===== src/rtl/core/dvb_pkg.sv =====
`timescale 1ns / 1ps

package dvb_pkg;

    localparam logic [31:0] CRC_POLY     = 32'hEDB8_8320;
    localparam logic [31:0] CRC_ALL_ONES = 32'hFFFF_FFFF;

    // Blobs shorter than this cannot hold header, magic, count and checksum.
    localparam int unsigned MIN_BLOB_LEN = 20;

    localparam logic [7:0] MAGIC_PATTERN [4] = '{8'hD1, 8'hD3, 8'h39, 8'h64};

    localparam logic [1:0] STATUS_OK        = 2'd0;
    localparam logic [1:0] STATUS_TOO_SHORT = 2'd1;
    localparam logic [1:0] STATUS_BAD_MAGIC = 2'd2;
    localparam logic [1:0] STATUS_BAD_CRC   = 2'd3;

    typedef struct packed {
        logic [1:0]         status;
        logic [31:0]        computed_crc;
        logic [31:0]        stored_crc;
        logic [31:0]        declared_size;
        logic signed [63:0] bitmap_count;
    } result_t;

    // One byte of the reflected CRC-32; unrolls into a flat xor network.
    function automatic logic [31:0] crc_byte(input logic [31:0] crc, input logic [7:0] b);
        logic [31:0] c;
        c = crc ^ {24'd0, b};
        for (int k = 0; k < 8; k++)
        begin
            if (c[0])
            begin
                c = (c >> 1) ^ CRC_POLY;
            end
            else
            begin
                c = c >> 1;
            end
        end
        return c;
    endfunction

endpackage


===== src/rtl/core/dvb_parser.sv =====
`timescale 1ns / 1ps

module dvb_parser #(
    parameter int INDEX_WIDTH = 32
) (
    input  logic                clk,
    input  logic                rst_n,
    input  logic                step,
    input  logic [7:0]          data_byte,
    input  logic                last_byte,
    output dvb_pkg::result_t    result
);

    logic [INDEX_WIDTH-1:0] idx_reg, idx_next;
    logic [31:0]            crc_reg, crc_next;
    logic [7:0]             hold_reg [4];
    logic [7:0]             hold_next [4];
    logic [31:0]            size_reg, size_next;
    logic [63:0]            count_reg, count_next;
    logic                   magic_reg, magic_next;
    logic [31:0]            computed;
    logic [31:0]            stored;

    always_comb
    begin
        size_next  = size_reg;
        count_next = count_reg;
        magic_next = magic_reg;
        crc_next   = crc_reg;

        if (idx_reg < INDEX_WIDTH'(4))
        begin
            size_next = {size_reg[23:0], data_byte};
        end
        else if (idx_reg < INDEX_WIDTH'(8))
        begin
            if (data_byte != dvb_pkg::MAGIC_PATTERN[idx_reg[1:0]])
            begin
                magic_next = 1'b0;
            end
        end
        else if (idx_reg < INDEX_WIDTH'(16))
        begin
            count_next = count_reg | ({56'd0, data_byte} << {idx_reg[2:0], 3'b000});
        end

        // The byte leaving the hold-back sits four places behind this one.
        if (idx_reg >= INDEX_WIDTH'(8))
        begin
            crc_next = dvb_pkg::crc_byte(crc_reg, hold_reg[0]);
        end

        hold_next[0] = hold_reg[1];
        hold_next[1] = hold_reg[2];
        hold_next[2] = hold_reg[3];
        hold_next[3] = data_byte;

        idx_next = (idx_reg != '1) ? idx_reg + INDEX_WIDTH'(1) : idx_reg;

        computed = crc_next ^ dvb_pkg::CRC_ALL_ONES;
        stored   = {hold_next[0], hold_next[1], hold_next[2], hold_next[3]};

        result.computed_crc  = computed;
        result.stored_crc    = stored;
        result.declared_size = size_next;
        result.bitmap_count  = count_next;
        if (idx_next < INDEX_WIDTH'(dvb_pkg::MIN_BLOB_LEN))
        begin
            result.status = dvb_pkg::STATUS_TOO_SHORT;
        end
        else if (!magic_next)
        begin
            result.status = dvb_pkg::STATUS_BAD_MAGIC;
        end
        else if (computed != stored)
        begin
            result.status = dvb_pkg::STATUS_BAD_CRC;
        end
        else
        begin
            result.status = dvb_pkg::STATUS_OK;
        end
    end

    always_ff @(posedge clk or negedge rst_n)
    begin
        if (!rst_n)
        begin
            idx_reg   <= '0;
            crc_reg   <= dvb_pkg::CRC_ALL_ONES;
            hold_reg  <= '{8'd0, 8'd0, 8'd0, 8'd0};
            size_reg  <= '0;
            count_reg <= '0;
            magic_reg <= 1'b1;
        end
        else if (step)
        begin
            if (last_byte)
            begin
                // A finished blob returns the framer to its starting state.
                idx_reg   <= '0;
                crc_reg   <= dvb_pkg::CRC_ALL_ONES;
                hold_reg  <= '{8'd0, 8'd0, 8'd0, 8'd0};
                size_reg  <= '0;
                count_reg <= '0;
                magic_reg <= 1'b1;
            end
            else
            begin
                idx_reg   <= idx_next;
                crc_reg   <= crc_next;
                hold_reg  <= hold_next;
                size_reg  <= size_next;
                count_reg <= count_next;
                magic_reg <= magic_next;
            end
        end
    end

endmodule


===== config.mk =====
export PLATFORM = sky130hd
export DESIGN_NAME = dvb_parser
export DESIGN_NICKNAME = d
export VERILOG_FILES = /design/src/rtl/core/dvb_pkg.sv /design/src/rtl/core/dvb_parser.sv
export SDC_FILE = /design/constraint.sdc
export NUM_CORES = 1
export LEC_CHECK = 0
export ABC_AREA = 0
export BUFFER_PORTS_ARGS = -buffer_cell sky130_fd_sc_hd__buf_4
export CAP_MARGIN = 10
export CORE_MARGIN = 5
export CORE_UTILIZATION = 60
export DETAILED_ROUTE_END_ITERATION = 7
export GPL_ROUTABILITY_DRIVEN = 1
export PLACE_DENSITY = 0.83
export SLEW_MARGIN = 10
export SYNTH_ARGS = -nofsm -noshare
export SYNTH_HDL_FRONTEND = slang
export SYNTH_SLANG_ARGS = --single-unit

===== constraint.sdc =====
create_clock -name clk -period 6 [get_ports clk]
set_input_delay 0.3 -clock clk [delete_from_list [all_inputs] [get_ports clk]]
set_output_delay 0.3 -clock clk [all_outputs]
set_load 0.05 [all_outputs]

==> results.md, run 1 <==
* Outcome: finished clean
* Seq pwr share at 43.3%
* # placed instances at 1608
* CP Launch Point: idx_reg[14]$_DFFE_PN0P_
* Gate Count Post-Synth at 1278
* Clk_lat worst skew at 0.44 ns
* Hold WS at 0.278 ns
* Clock Root Buffer: clkbuf_16
* WP data arrival at 5.00 ns
* Via total after detailed routing at 10200
* Die area at 22300 sq um
* Max frequency at 0.189 GHz
* Hold Path Cell Cnt at 3
* Synthesized Nets at 1295
* Synth Cell Area at 11700 sq um
* Worst setup EP type: output pin
* Share of layout cells above drive strength 1 at 21.9%
* Tcrit/Tclk final at 88.4%
* DRC Markers at 0
* Distinct cells, synth at 65
* Global Route Usage Sum at 31.2%
* HP Class: input port to register
* FF-to-FF setup slack at 2.10 ns
* Vias per cell at 6.20
* Mapped Avg Cell Area at 9.13 sq um
* Clk pwr share at 38.6%
* Max-slew violation count at 0
* Worst R2R Path Depth at 7
* Crit Path Class: register to output pin
* Post-Route Setup TNS at 0 ns
* Sw frac at 32.9%
* Register area share after synthesis at 41.8%
* Site row count at 51
* Seq cells post-synth at 193
* Die height at 149 um
* Vias in the first global route at 10100
* DRT iter0 DRCs at 868
* First-pass GRT wire length at 55.2 mm
* Fillcell total at 1515
* Worst Path Max Fanout at 23
* Grt met3 use at 9.24%
* CTS tree: yes
* Reg-to-Reg Start: idx_reg[14]$_DFFE_PN0P_
* Startpoint class of the critical path: register
* Yosys warning total at 0
* Fin crit period at 5.30 ns
* Post-CTS Resized at 0
* Post-route non-filler standard cell count at 1641
* ANT nets after route at 0
* DRT Pass-1 Iters at 6
* Number of H-tree levels at 4
* # clock sinks at 193
* CTS max path bufs at 2
* Combinational fraction of design power at 18.1%
* Worst hold start: data_byte[2]
* Leakage at 6.36 nW
* Cell-internal power at 2.14 mW
* Final Hold Vio Count at 0
* Inserted Clock Buffers at 17
* Layout Skew at 0.0132 ns
* Reg2reg end: size_reg[6]$_DFFE_PN0P_
* I/O Buffers at 173
* Setup Viol. Count Final at 0
* NetSw at 1.05 mW
* Final Net Count at 1380
* Starting Density at 60.3%
* CP required at 5.70 ns
* Max Cap Violations at 0
* FFs w/ async S/R, synth at 100%
* Core Box Area at 19300 sq um
* Global routing usage on met1 at 42.1%
* Clock slew at reported path FFs at 0.08 ns
* Flip-flop count of the largest register after layout at 64
* Max VDD drop at 0.192 mV
* Power density over cell area at 236 nW/um^2
* Total power draw at 3.19 mW
* ANT cells at 0
* Avg WL per Cell at 21.0 um
* Area delta synth->final at 15.5%
* WHS Endpoint: result[106]$_DFFE_PN0P_
* Unrepaired setup endpoints after global routing: no
* Post-Route WL at 34.4 mm
* Initial antenna violation count at 0
* Post-synth EDFFs at 0
* DP HPWL at 23.6 mm
* M2 GR Usage at 49.1%
* Main flop type after synthesis: dfrtp_1
* Ports at 174
* Grt total ovfl at 0
* Routability congestion estimate at 0.981
* Slew @ Worst Pin at 1.08 ns
* Largest net degree at the start of global routing at 100
* Die width at 149 um
* Slew margin rel. at 27.3%
* GR peak layer: met2
worst max-delay path, stage by stage (launching register included):
cell and delay [ns]:
dfrtp_1 0.48, or4_1 0.56, or4_1 0.76, or3_1 0.78, buf_4 0.39, mux2i_1 0.31, xor2_1 0.12, a2111oi_0 0.51
and4_1 0.31, a21oi_1 0.11, buf_4 0.23
cell usage in the layout, fill, tap and decap left out, types with 15 or more instances in the layout:
master	n
a21boi_0	66
a21o_1	67
a21oi_1	68
a22o_1	37
buf_4	188
clkbuf_16	17
dfrtp_1	160
dfstp_2	33
inv_1	31
mux2_2	34
nand2_1	151
nand3_1	31
nand4_1	15
nor2_1	79
nor3_1	22
nor4_1	23
o21ai_0	65
o31ai_1	30
xnor2_1	83
xor2_1	41
layout make-up:
type	count	area (sq um)	share of cell area, %
multi-input cells	928	6070	45.1
flip-flops and latches	193	4870	36.1
repair buffers	190	1440	10.6
clock buffers	17	425	3.16
well taps	265	332	2.46
clock inverters	15	215	1.60
inverters	33	126	0.938
cells in the mapped netlist (all sizes together), types with 3 or more instances:
library cell / number / area, sq um
a21o: 67 / 503
nand4: 15 / 93.8
and2: 4 / 25.0
a22o: 37 / 324
inv: 32 / 120
and3: 7 / 43.8
ha: 5 / 62.6
mux2: 35 / 398
a21oi: 68 / 340
o21ai: 65 / 325
a21boi: 66 / 495
clkbuf: 81 / 307
xnor3: 5 / 113
o31ai: 30 / 225
o22ai: 4 / 25.0
a31o: 3 / 26.3
nor4: 24 / 156
nor2b: 4 / 25.0
a31oi: 5 / 31.3
a211oi: 13 / 103
xnor2: 83 / 727
nand2: 152 / 571
xor2: 41 / 359
nor2: 81 / 304
mux2i: 7 / 70.1
buf: 43 / 309
dfstp: 33 / 867
nand3: 31 / 155
or4: 5 / 37.5
nor3: 23 / 115
dfrtp: 160 / 4000
o211ai: 3 / 22.5
or3: 7 / 43.8
a22oi: 6 / 45.0
and4: 6 / 52.6
repair_timing:
| action | 4_1_cts | 5_1_grt |
|---|---|---|
| hold buffers | 1 | 0 |
| buffers inserted | 0 | 0 |
| endpoints found under the hold margin | 70 | 0 |
through the flow:
step / cell area [sq um] / utilization [%] / worst slack (ns)
floorplan: 11700 / - / 1.24
global placement: 12800 / 66.3 / 1.43
detailed placement: 12800 / 66.3 / 1.29
CTS: 13500 / 69.7 / 0.774
global route: 13500 / 69.7 / 0.439
finish: 13500 / 69.7 / 0.697
worst max-delay path by stage:
stage / end / slack (ns) / cells after the start
2_1_floorplan: result[161] / 1.24 / 12
3_3_place_gp: result[160] / 1.43 / 11
3_5_place_dp: result[160] / 1.29 / 10
4_1_cts: result[160] / 0.77 / 10
5_1_grt: result[160] / 0.44 / 10
6_report: result[161] / 0.70 / 10
metal layers:
layer,vias to the layer above,part of all wire (%)
met5,-,0
met4,0,2.3
met3,57,9.5
met2,470,47
met1,4997,41
li1,4650,-
logic make-up after synthesis:
family / share of synthesized area, %
compound gates: 22.3
xor+xnor: 10.5
fa+ha+maj: 0.536
buf+inv: 6.34
flops: 41.8
mux: 4.01
simple gates: 14.6
power by group through the flow:
stage	combinational [mW]	sequential, mW	clock (mW)
global route	0.614	1.38	1.30
finish	0.576	1.38	1.23
detailed placement	0.570	1.40	0
CTS	0.575	1.38	1.24
global placement	0.566	1.40	0
floorplan	0.423	1.38	0
Note: power is estimated with default switching activity, not from simulation.
==> run 2, diff against run 1 <==
--- a/config.mk
+++ b/config.mk
@@ -8,7 +8,7 @@
 export ABC_AREA = 0
 export BUFFER_PORTS_ARGS = -buffer_cell sky130_fd_sc_hd__buf_4
 export CAP_MARGIN = 10
-export CORE_MARGIN = 5
+export CORE_MARGIN = 2
 export CORE_UTILIZATION = 60
 export DETAILED_ROUTE_END_ITERATION = 7
 export GPL_ROUTABILITY_DRIVEN = 1
==> run 2 against run 1 <==
  * First-iteration DRC count rose by 7.7%
  * Setup slack improved by 0.21 ns
  * Maximum frequency rose by 4.1%
  * Largest cell class unchanged
  * Total power fell by 1.5%
  * Non-clock buffer count rose by 1
  * Design area fell by 0.10%
==> results.md, run 2 (synthesis results as in run 1) <==
* # placed instances at 1609
* Outcome: finished clean
* Slew margin rel. at 25.2%
* DRT iter0 DRCs at 935
* Share of layout cells above drive strength 1 at 22.0%
* Avg WL per Cell at 20.2 um
* Hold buffers post-CTS at 1
* CP Launch Point: idx_reg[14]$_DFFE_PN0P_
* Fin crit period at 5.10 ns
* Max VDD drop at 0.248 mV
* Initial antenna violation count at 0
* Inserted Clock Buffers at 17
* CP max-delay cell: or3_1
* Placed inst area at 12800 sq um
* Postcts setup bufs at 0
* Worst hold start: data_byte[2]
* Startpoint class of the critical path: register
* Reg-to-Reg Start: idx_reg[14]$_DFFE_PN0P_
* HP Class: input port to register
* Crit Path Class: register to output pin
* Final Hold Vio Count at 0
* Via total after detailed routing at 10100
* DRT Pass-1 Iters at 5
* Largest net degree at the start of global routing at 96
* Layout Skew at 0.0126 ns
* CP delay by family, top: simple AND/OR/NAND/NOR gates
* Post-Route Setup TNS at 0 ns
* WP data arrival at 4.80 ns
* Unrepaired setup endpoints after global routing: no
* Post-Route WL at 33.2 mm
* Post-CTS Resized at 0
* Ports at 174
* Clk_lat worst skew at 0.44 ns
* Global Route Usage Sum at 32.4%
* ANT nets after route at 0
* Global routing usage on met1 at 42.8%
* Grt met3 use at 9.30%
* Commonest non-fill, non-tap cell in the layout: buf_4
* Grt total ovfl at 0
* Flip-flop count of the largest register after layout at 64
* Site row count at 51
* Power density over cell area at 233 nW/um^2
* # clock sinks at 193
* Fillcell total at 1534
* Buf/Inv on CP at 1
* Post-route non-filler standard cell count at 1642
* I/O Buffers at 173
* Die area at 20600 sq um
* Routability congestion estimate at 0.960
* Max frequency at 0.196 GHz
* ANT cells at 0
* Vias per cell at 6.17
* CTS max path bufs at 2
* Starting Density at 60.5%
* Vias in the first global route at 9626
* DRC Markers at 0
* Core Box Area at 19300 sq um
* Die height at 143 um
* CP required at 5.70 ns
* Slew @ Worst Pin at 1.11 ns
* Number of H-tree levels at 4
* Clock slew at reported path FFs at 0.08 ns
* GR peak layer: met2
* M2 GR Usage at 52.4%
* Final Net Count at 1381
* First-pass GRT wire length at 52.0 mm
* Tcrit/Tclk final at 84.9%
* Worst Path Max Fanout at 23
* Total power draw at 3.14 mW
* Slowest cell delay on critical path at 0.81 ns
* Worst setup EP type: output pin
* Setup Viol. Count Final at 0
* Area delta synth->final at 15.4%
* Leakage at 6.36 nW
* Max Cap Violations at 0
* CTS tree: yes
* Design area at 13500 sq um
* Clock Root Buffer: clkbuf_16
* Die width at 143 um
* DP HPWL at 22.5 mm
* Max-slew violation count at 0
* Commonest non-fill, non-tap cells in the layout: 189 x buf_4, 160 x dfrtp_1, 151 x nand2_1
* Hold WS at 0.264 ns
* CP cell instances: or4_1, or4_1, or3_1, mux2_4, a211oi_2, nand4_1, nor4_2, nand4_1, a21o_1, buf_4
run 2: per-layer routing:
metal | wire length (um) | vias up
li1 | - | 4665
met1 | 13600 | 4930
met2 | 15400 | 463
met3 | 3250 | 66
met4 | 878 | 0
met5 | 0 | -
run 2: stage by stage:
| step | setup WS (ns) | util, % |
|---|---|---|
| after floorplan | 1.24 | - |
| after global placement | 1.48 | 66.6 |
| after detailed placement | 1.42 | 66.6 |
| after CTS | 0.958 | 69.9 |
| after global routing | 0.647 | 69.9 |
| final | 0.905 | 69.9 |
run 2: path summary, 6_finish.rpt:
check                                            to  slack (ns)  depth (start not counted)
setup / recovery                        result[160]        0.90                         10
hold / removal              result[106]$_DFFE_PN0P_        0.26                          3
setup reg to reg           size_reg[29]$_DFFE_PN0P_        1.77                          8
hold reg to reg               magic_reg$_DFFE_PN1P_        0.48                          2
max in group asynchronous   result[111]$_DFFE_PN0P_        4.23                          3
min in group asynchronous   idx_reg[25]$_DFFE_PN0P_        0.46                          2
run 2: area by class of cell:
| class | count | area (sq um) | share of cell area (%) |
|---|---|---|---|
| well taps | 265 | 332 | 2.46 |
| flip-flops and latches | 193 | 4870 | 36.2 |
| repair buffers | 191 | 1440 | 10.7 |
| clock inverters | 15 | 194 | 1.44 |
| inverters | 33 | 126 | 0.939 |
| clock buffers | 17 | 425 | 3.16 |
| multi-input cells | 928 | 6070 | 45.1 |
run 2: power breakdown:
group          internal (mW)  total [mW]  switching [mW]
clock network          0.577        1.19           0.609
logic                  0.184       0.574           0.390
registers               1.33        1.38          0.0439
total                   2.10        3.14            1.04
run 2: worst min-delay path: cells and delay by family:
family	cells	cell delay, ns
buf+inv	1	0.19
compound gates	1	0.07
simple gates	1	0.09
==> run 3, diff against run 2 <==
--- a/config.mk
+++ b/config.mk
@@ -5,14 +5,14 @@
 export SDC_FILE = /design/constraint.sdc
 export NUM_CORES = 1
 export LEC_CHECK = 0
-export ABC_AREA = 0
+export ABC_AREA = 1
 export BUFFER_PORTS_ARGS = -buffer_cell sky130_fd_sc_hd__buf_4
 export CAP_MARGIN = 10
 export CORE_MARGIN = 2
-export CORE_UTILIZATION = 60
+export CORE_UTILIZATION = 59
 export DETAILED_ROUTE_END_ITERATION = 7
 export GPL_ROUTABILITY_DRIVEN = 1
-export PLACE_DENSITY = 0.83
+export PLACE_DENSITY = 0.82
 export SLEW_MARGIN = 10
 export SYNTH_ARGS = -nofsm -noshare
 export SYNTH_HDL_FRONTEND = slang
==> constraint.sdc (replaced) <==
create_clock -name clk -period 5.3 [get_ports clk]
set_input_delay 0.265 -clock clk [delete_from_list [all_inputs] [get_ports clk]]
set_output_delay 0.265 -clock clk [all_outputs]
set_load 0.05 [all_outputs]
==> run 3 against run 2 <==
  * Setup slack improved by 0.12 ns
  * Critical path depth increased by 7
  * Non-clock buffer count is 7 lower
  * Via count grew 26%
  * Register-to-register slack improved by 0.44 ns
  * Sequential share of layout area down 1.6 points
  * Sequential cell count unchanged
  * Cell count grew 35%
  * Synthesized cell count is 43% higher
  * First-iteration DRC count increased by 46%
  * Clock skew grew 0.0080 ns
  * Count of clock-buffer cells in the layout is the same
  * Critical endpoint is now result[161]
  * Highest routed layer unchanged
==> results.md, run 3 <==
* Top-area cell type share of the netlist area at 32.7%
* Final Hold Vio Count at 0
* Area delta synth->final at 15.3%
* Slew margin rel. at 26.0%
* Yosys warning total at 0
* Post-Route WL at 37.4 mm
* Layout Skew at 0.0205 ns
* Grt met3 use at 7.25%
* I/O Buffers at 173
* ANT cells at 0
* Routability congestion estimate at 0.971
* Fin crit period at 4.27 ns
* ANT nets after route at 0
* Seq cells post-synth at 193
* FF-to-FF setup slack at 2.21 ns
* Count leader, synth: nand2_1
* Post-synth EDFFs at 0
* Vias per cell at 5.76
* Total power draw at 3.84 mW
* Power density over cell area at 273 nW/um^2
* Die width at 148 um
* # clock sinks at 193
* Yosys top cell by area: dfrtp_1
* Die area at 21900 sq um
* Tcrit/Tclk final at 80.6%
* Clock Root Buffer: clkbuf_16
* Top cells by count, synth: 604 x nand2_1, 285 x inv_1, 160 x dfrtp_1, 128 x nand3_1, 116 x a21oi_1
* Flip-flop count of the largest register after layout at 64
* DRT Pass-1 Iters at 6
* Setup Viol. Count Final at 0
* Via total after detailed routing at 12700
* Slew @ Worst Pin at 1.11 ns
* Final Net Count at 1944
* Commonest non-fill, non-tap cells in the layout: 602 x nand2_1, 284 x inv_1, 182 x buf_4
* Commonest non-fill, non-tap cell in the layout: nand2_1
* Mapped Avg Cell Area at 6.70 sq um
* Worst setup EP type: output pin
* Worst R2R Path Depth at 8
* FFs w/ async S/R, synth at 100%
* WP data arrival at 4.01 ns
* CTS tree: yes
* Max-slew violation count at 0
* Worst hold start: last_byte
* Post-CTS Resized at 0
* Register area share after synthesis at 39.8%
* Number of H-tree levels at 4
* Die height at 148 um
* CP required at 5.04 ns
* Worst Path Max Fanout at 55
* Hold Path Cell Cnt at 2
* Share of layout cells above drive strength 1 at 14.5%
* Max VDD drop at 0.203 mV
* Inserted Clock Buffers at 17
* Vias in the first global route at 11900
* Grt total ovfl at 0
* Reg-to-Reg Start: idx_reg[9]$_DFFE_PN0P_
* Synthesized Nets at 1845
* Largest net degree at the start of global routing at 101
* Core Box Area at 20300 sq um
* Global routing usage on met1 at 46.4%
* GR peak layer: met2
* Synth Cell Area at 12200 sq um
* Starting Density at 60.3%
* Max frequency at 0.234 GHz
* Main flop type after synthesis: dfrtp_1
* DP HPWL at 26.0 mm
* Leakage at 7.98 nW
* CTS max path bufs at 2
* Global Route Usage Sum at 34.3%
* Avg WL per Cell at 16.9 um
* Clock slew at reported path FFs at 0.08 ns
* DRC Markers at 0
* Max Cap Violations at 0
* Initial antenna violation count at 0
* Clk_lat worst skew at 0.46 ns
* WHS Endpoint: idx_reg[1]$_DFFE_PN0P_
* First-pass GRT wire length at 59.9 mm
* M2 GR Usage at 53.5%
* Post-Route Setup TNS at 0 ns
* Crit Path Class: register to output pin
* Distinct cells, synth at 38
* Hold buffers post-CTS at 1
* Postcts setup bufs at 0
* HP Class: input port to register
* Reg2reg end: size_reg[13]$_DFFE_PN0P_
* Unrepaired setup endpoints after global routing: no
* Ports at 174
* Site row count at 52
* Startpoint class of the critical path: register
* DRT iter0 DRCs at 1367
* Main area contributors after synthesis: dfrtp_1 33%, nand2_1 19%, inv_1 8.7%
* Gate Count Post-Synth at 1828
* Outcome: finished clean
-- run 3: area by class of cell --
type                    instances  area [sq um]
fillers                      1749          6190
multi-input cells            1231          5720
clock buffers                  17           425
repair buffers                184          1390
flip-flops and latches        193          4870
inverters                     300          1130
clock inverters                15           233
well taps                     270           338
-- run 3: where the power goes --
part / switching (mW) / total [mW] / leakage [nW] / internal [mW]
Clock: 0.688 / 1.43 / 0.314 / 0.740
Combinational: 0.635 / 0.854 / 5.11 / 0.219
Sequential: 0.0391 / 1.56 / 2.55 / 1.52
-- run 3: layer usage --
metal | vias up | routed length (um)
met5 | - | 0
met4 | 0 | 1660
met3 | 131 | 3720
met2 | 709 | 16800
met1 | 5896 | 15200
li1 | 5993 | -
-- run 3: worst max-delay path, stage by stage (launching register included) --
cell and delay (ns):
dfrtp_1 0.43, inv_2 0.11, nand2_1 0.06, nor2_1 0.13
nand2_1 0.12, nor2_1 0.23, nand2_2 0.65, o21ai_0 0.55
nand2_1 0.08, nand2_1 0.08, nand2_1 0.06, nor2_1 0.13
nand2_1 0.12, nor2_1 0.12, nand3_1 0.25, nor2_1 0.17
nor2_1 0.05, buf_4 0.19
-- run 3: logic make-up after synthesis --
| group | after synthesis | synth area share [%] |
|---|---|---|
| adders and majority gates | 5 | 0.511 |
| xor gates and xnor gates | 30 | 2.15 |
| buffers and inverters | 404 | 13.6 |
| AOI/OAI and AO/OA | 308 | 14.2 |
| DFF | 193 | 39.8 |
| and+or+nand+nor | 888 | 29.8 |
-- run 3: how the worst max path moves through the flow --
stage | cells after the start | end | start
after detailed placement | 17 | result[161] | idx_reg[11]$_DFFE_PN0P_
final | 17 | result[161] | idx_reg[11]$_DFFE_PN0P_
after CTS | 17 | result[161] | idx_reg[11]$_DFFE_PN0P_
after global placement | 17 | result[161] | idx_reg[11]$_DFFE_PN0P_
after floorplan | 14 | result[160] | crc_reg[3]$_DFFE_PN1P_
after global routing | 17 | result[161] | idx_reg[11]$_DFFE_PN0P_
-- run 3: through the flow --
step | area [sq um] | cells | hold slack (ns) | setup WS (ns) | util [%]
detailed placement | 13400 | 2177 | 0.345 | 1.66 | 66.2
global route | 14100 | 2210 | 0.0408 | 0.629 | 69.5
CTS | 14100 | 2210 | 0.0393 | 1.17 | 69.5
global placement | 13400 | 2177 | 0.341 | 1.68 | 66.2
floorplan | 12200 | 1828 | -0.0306 | 2.01 | -
finish | 14100 | 2210 | 0.0349 | 1.03 | 69.5
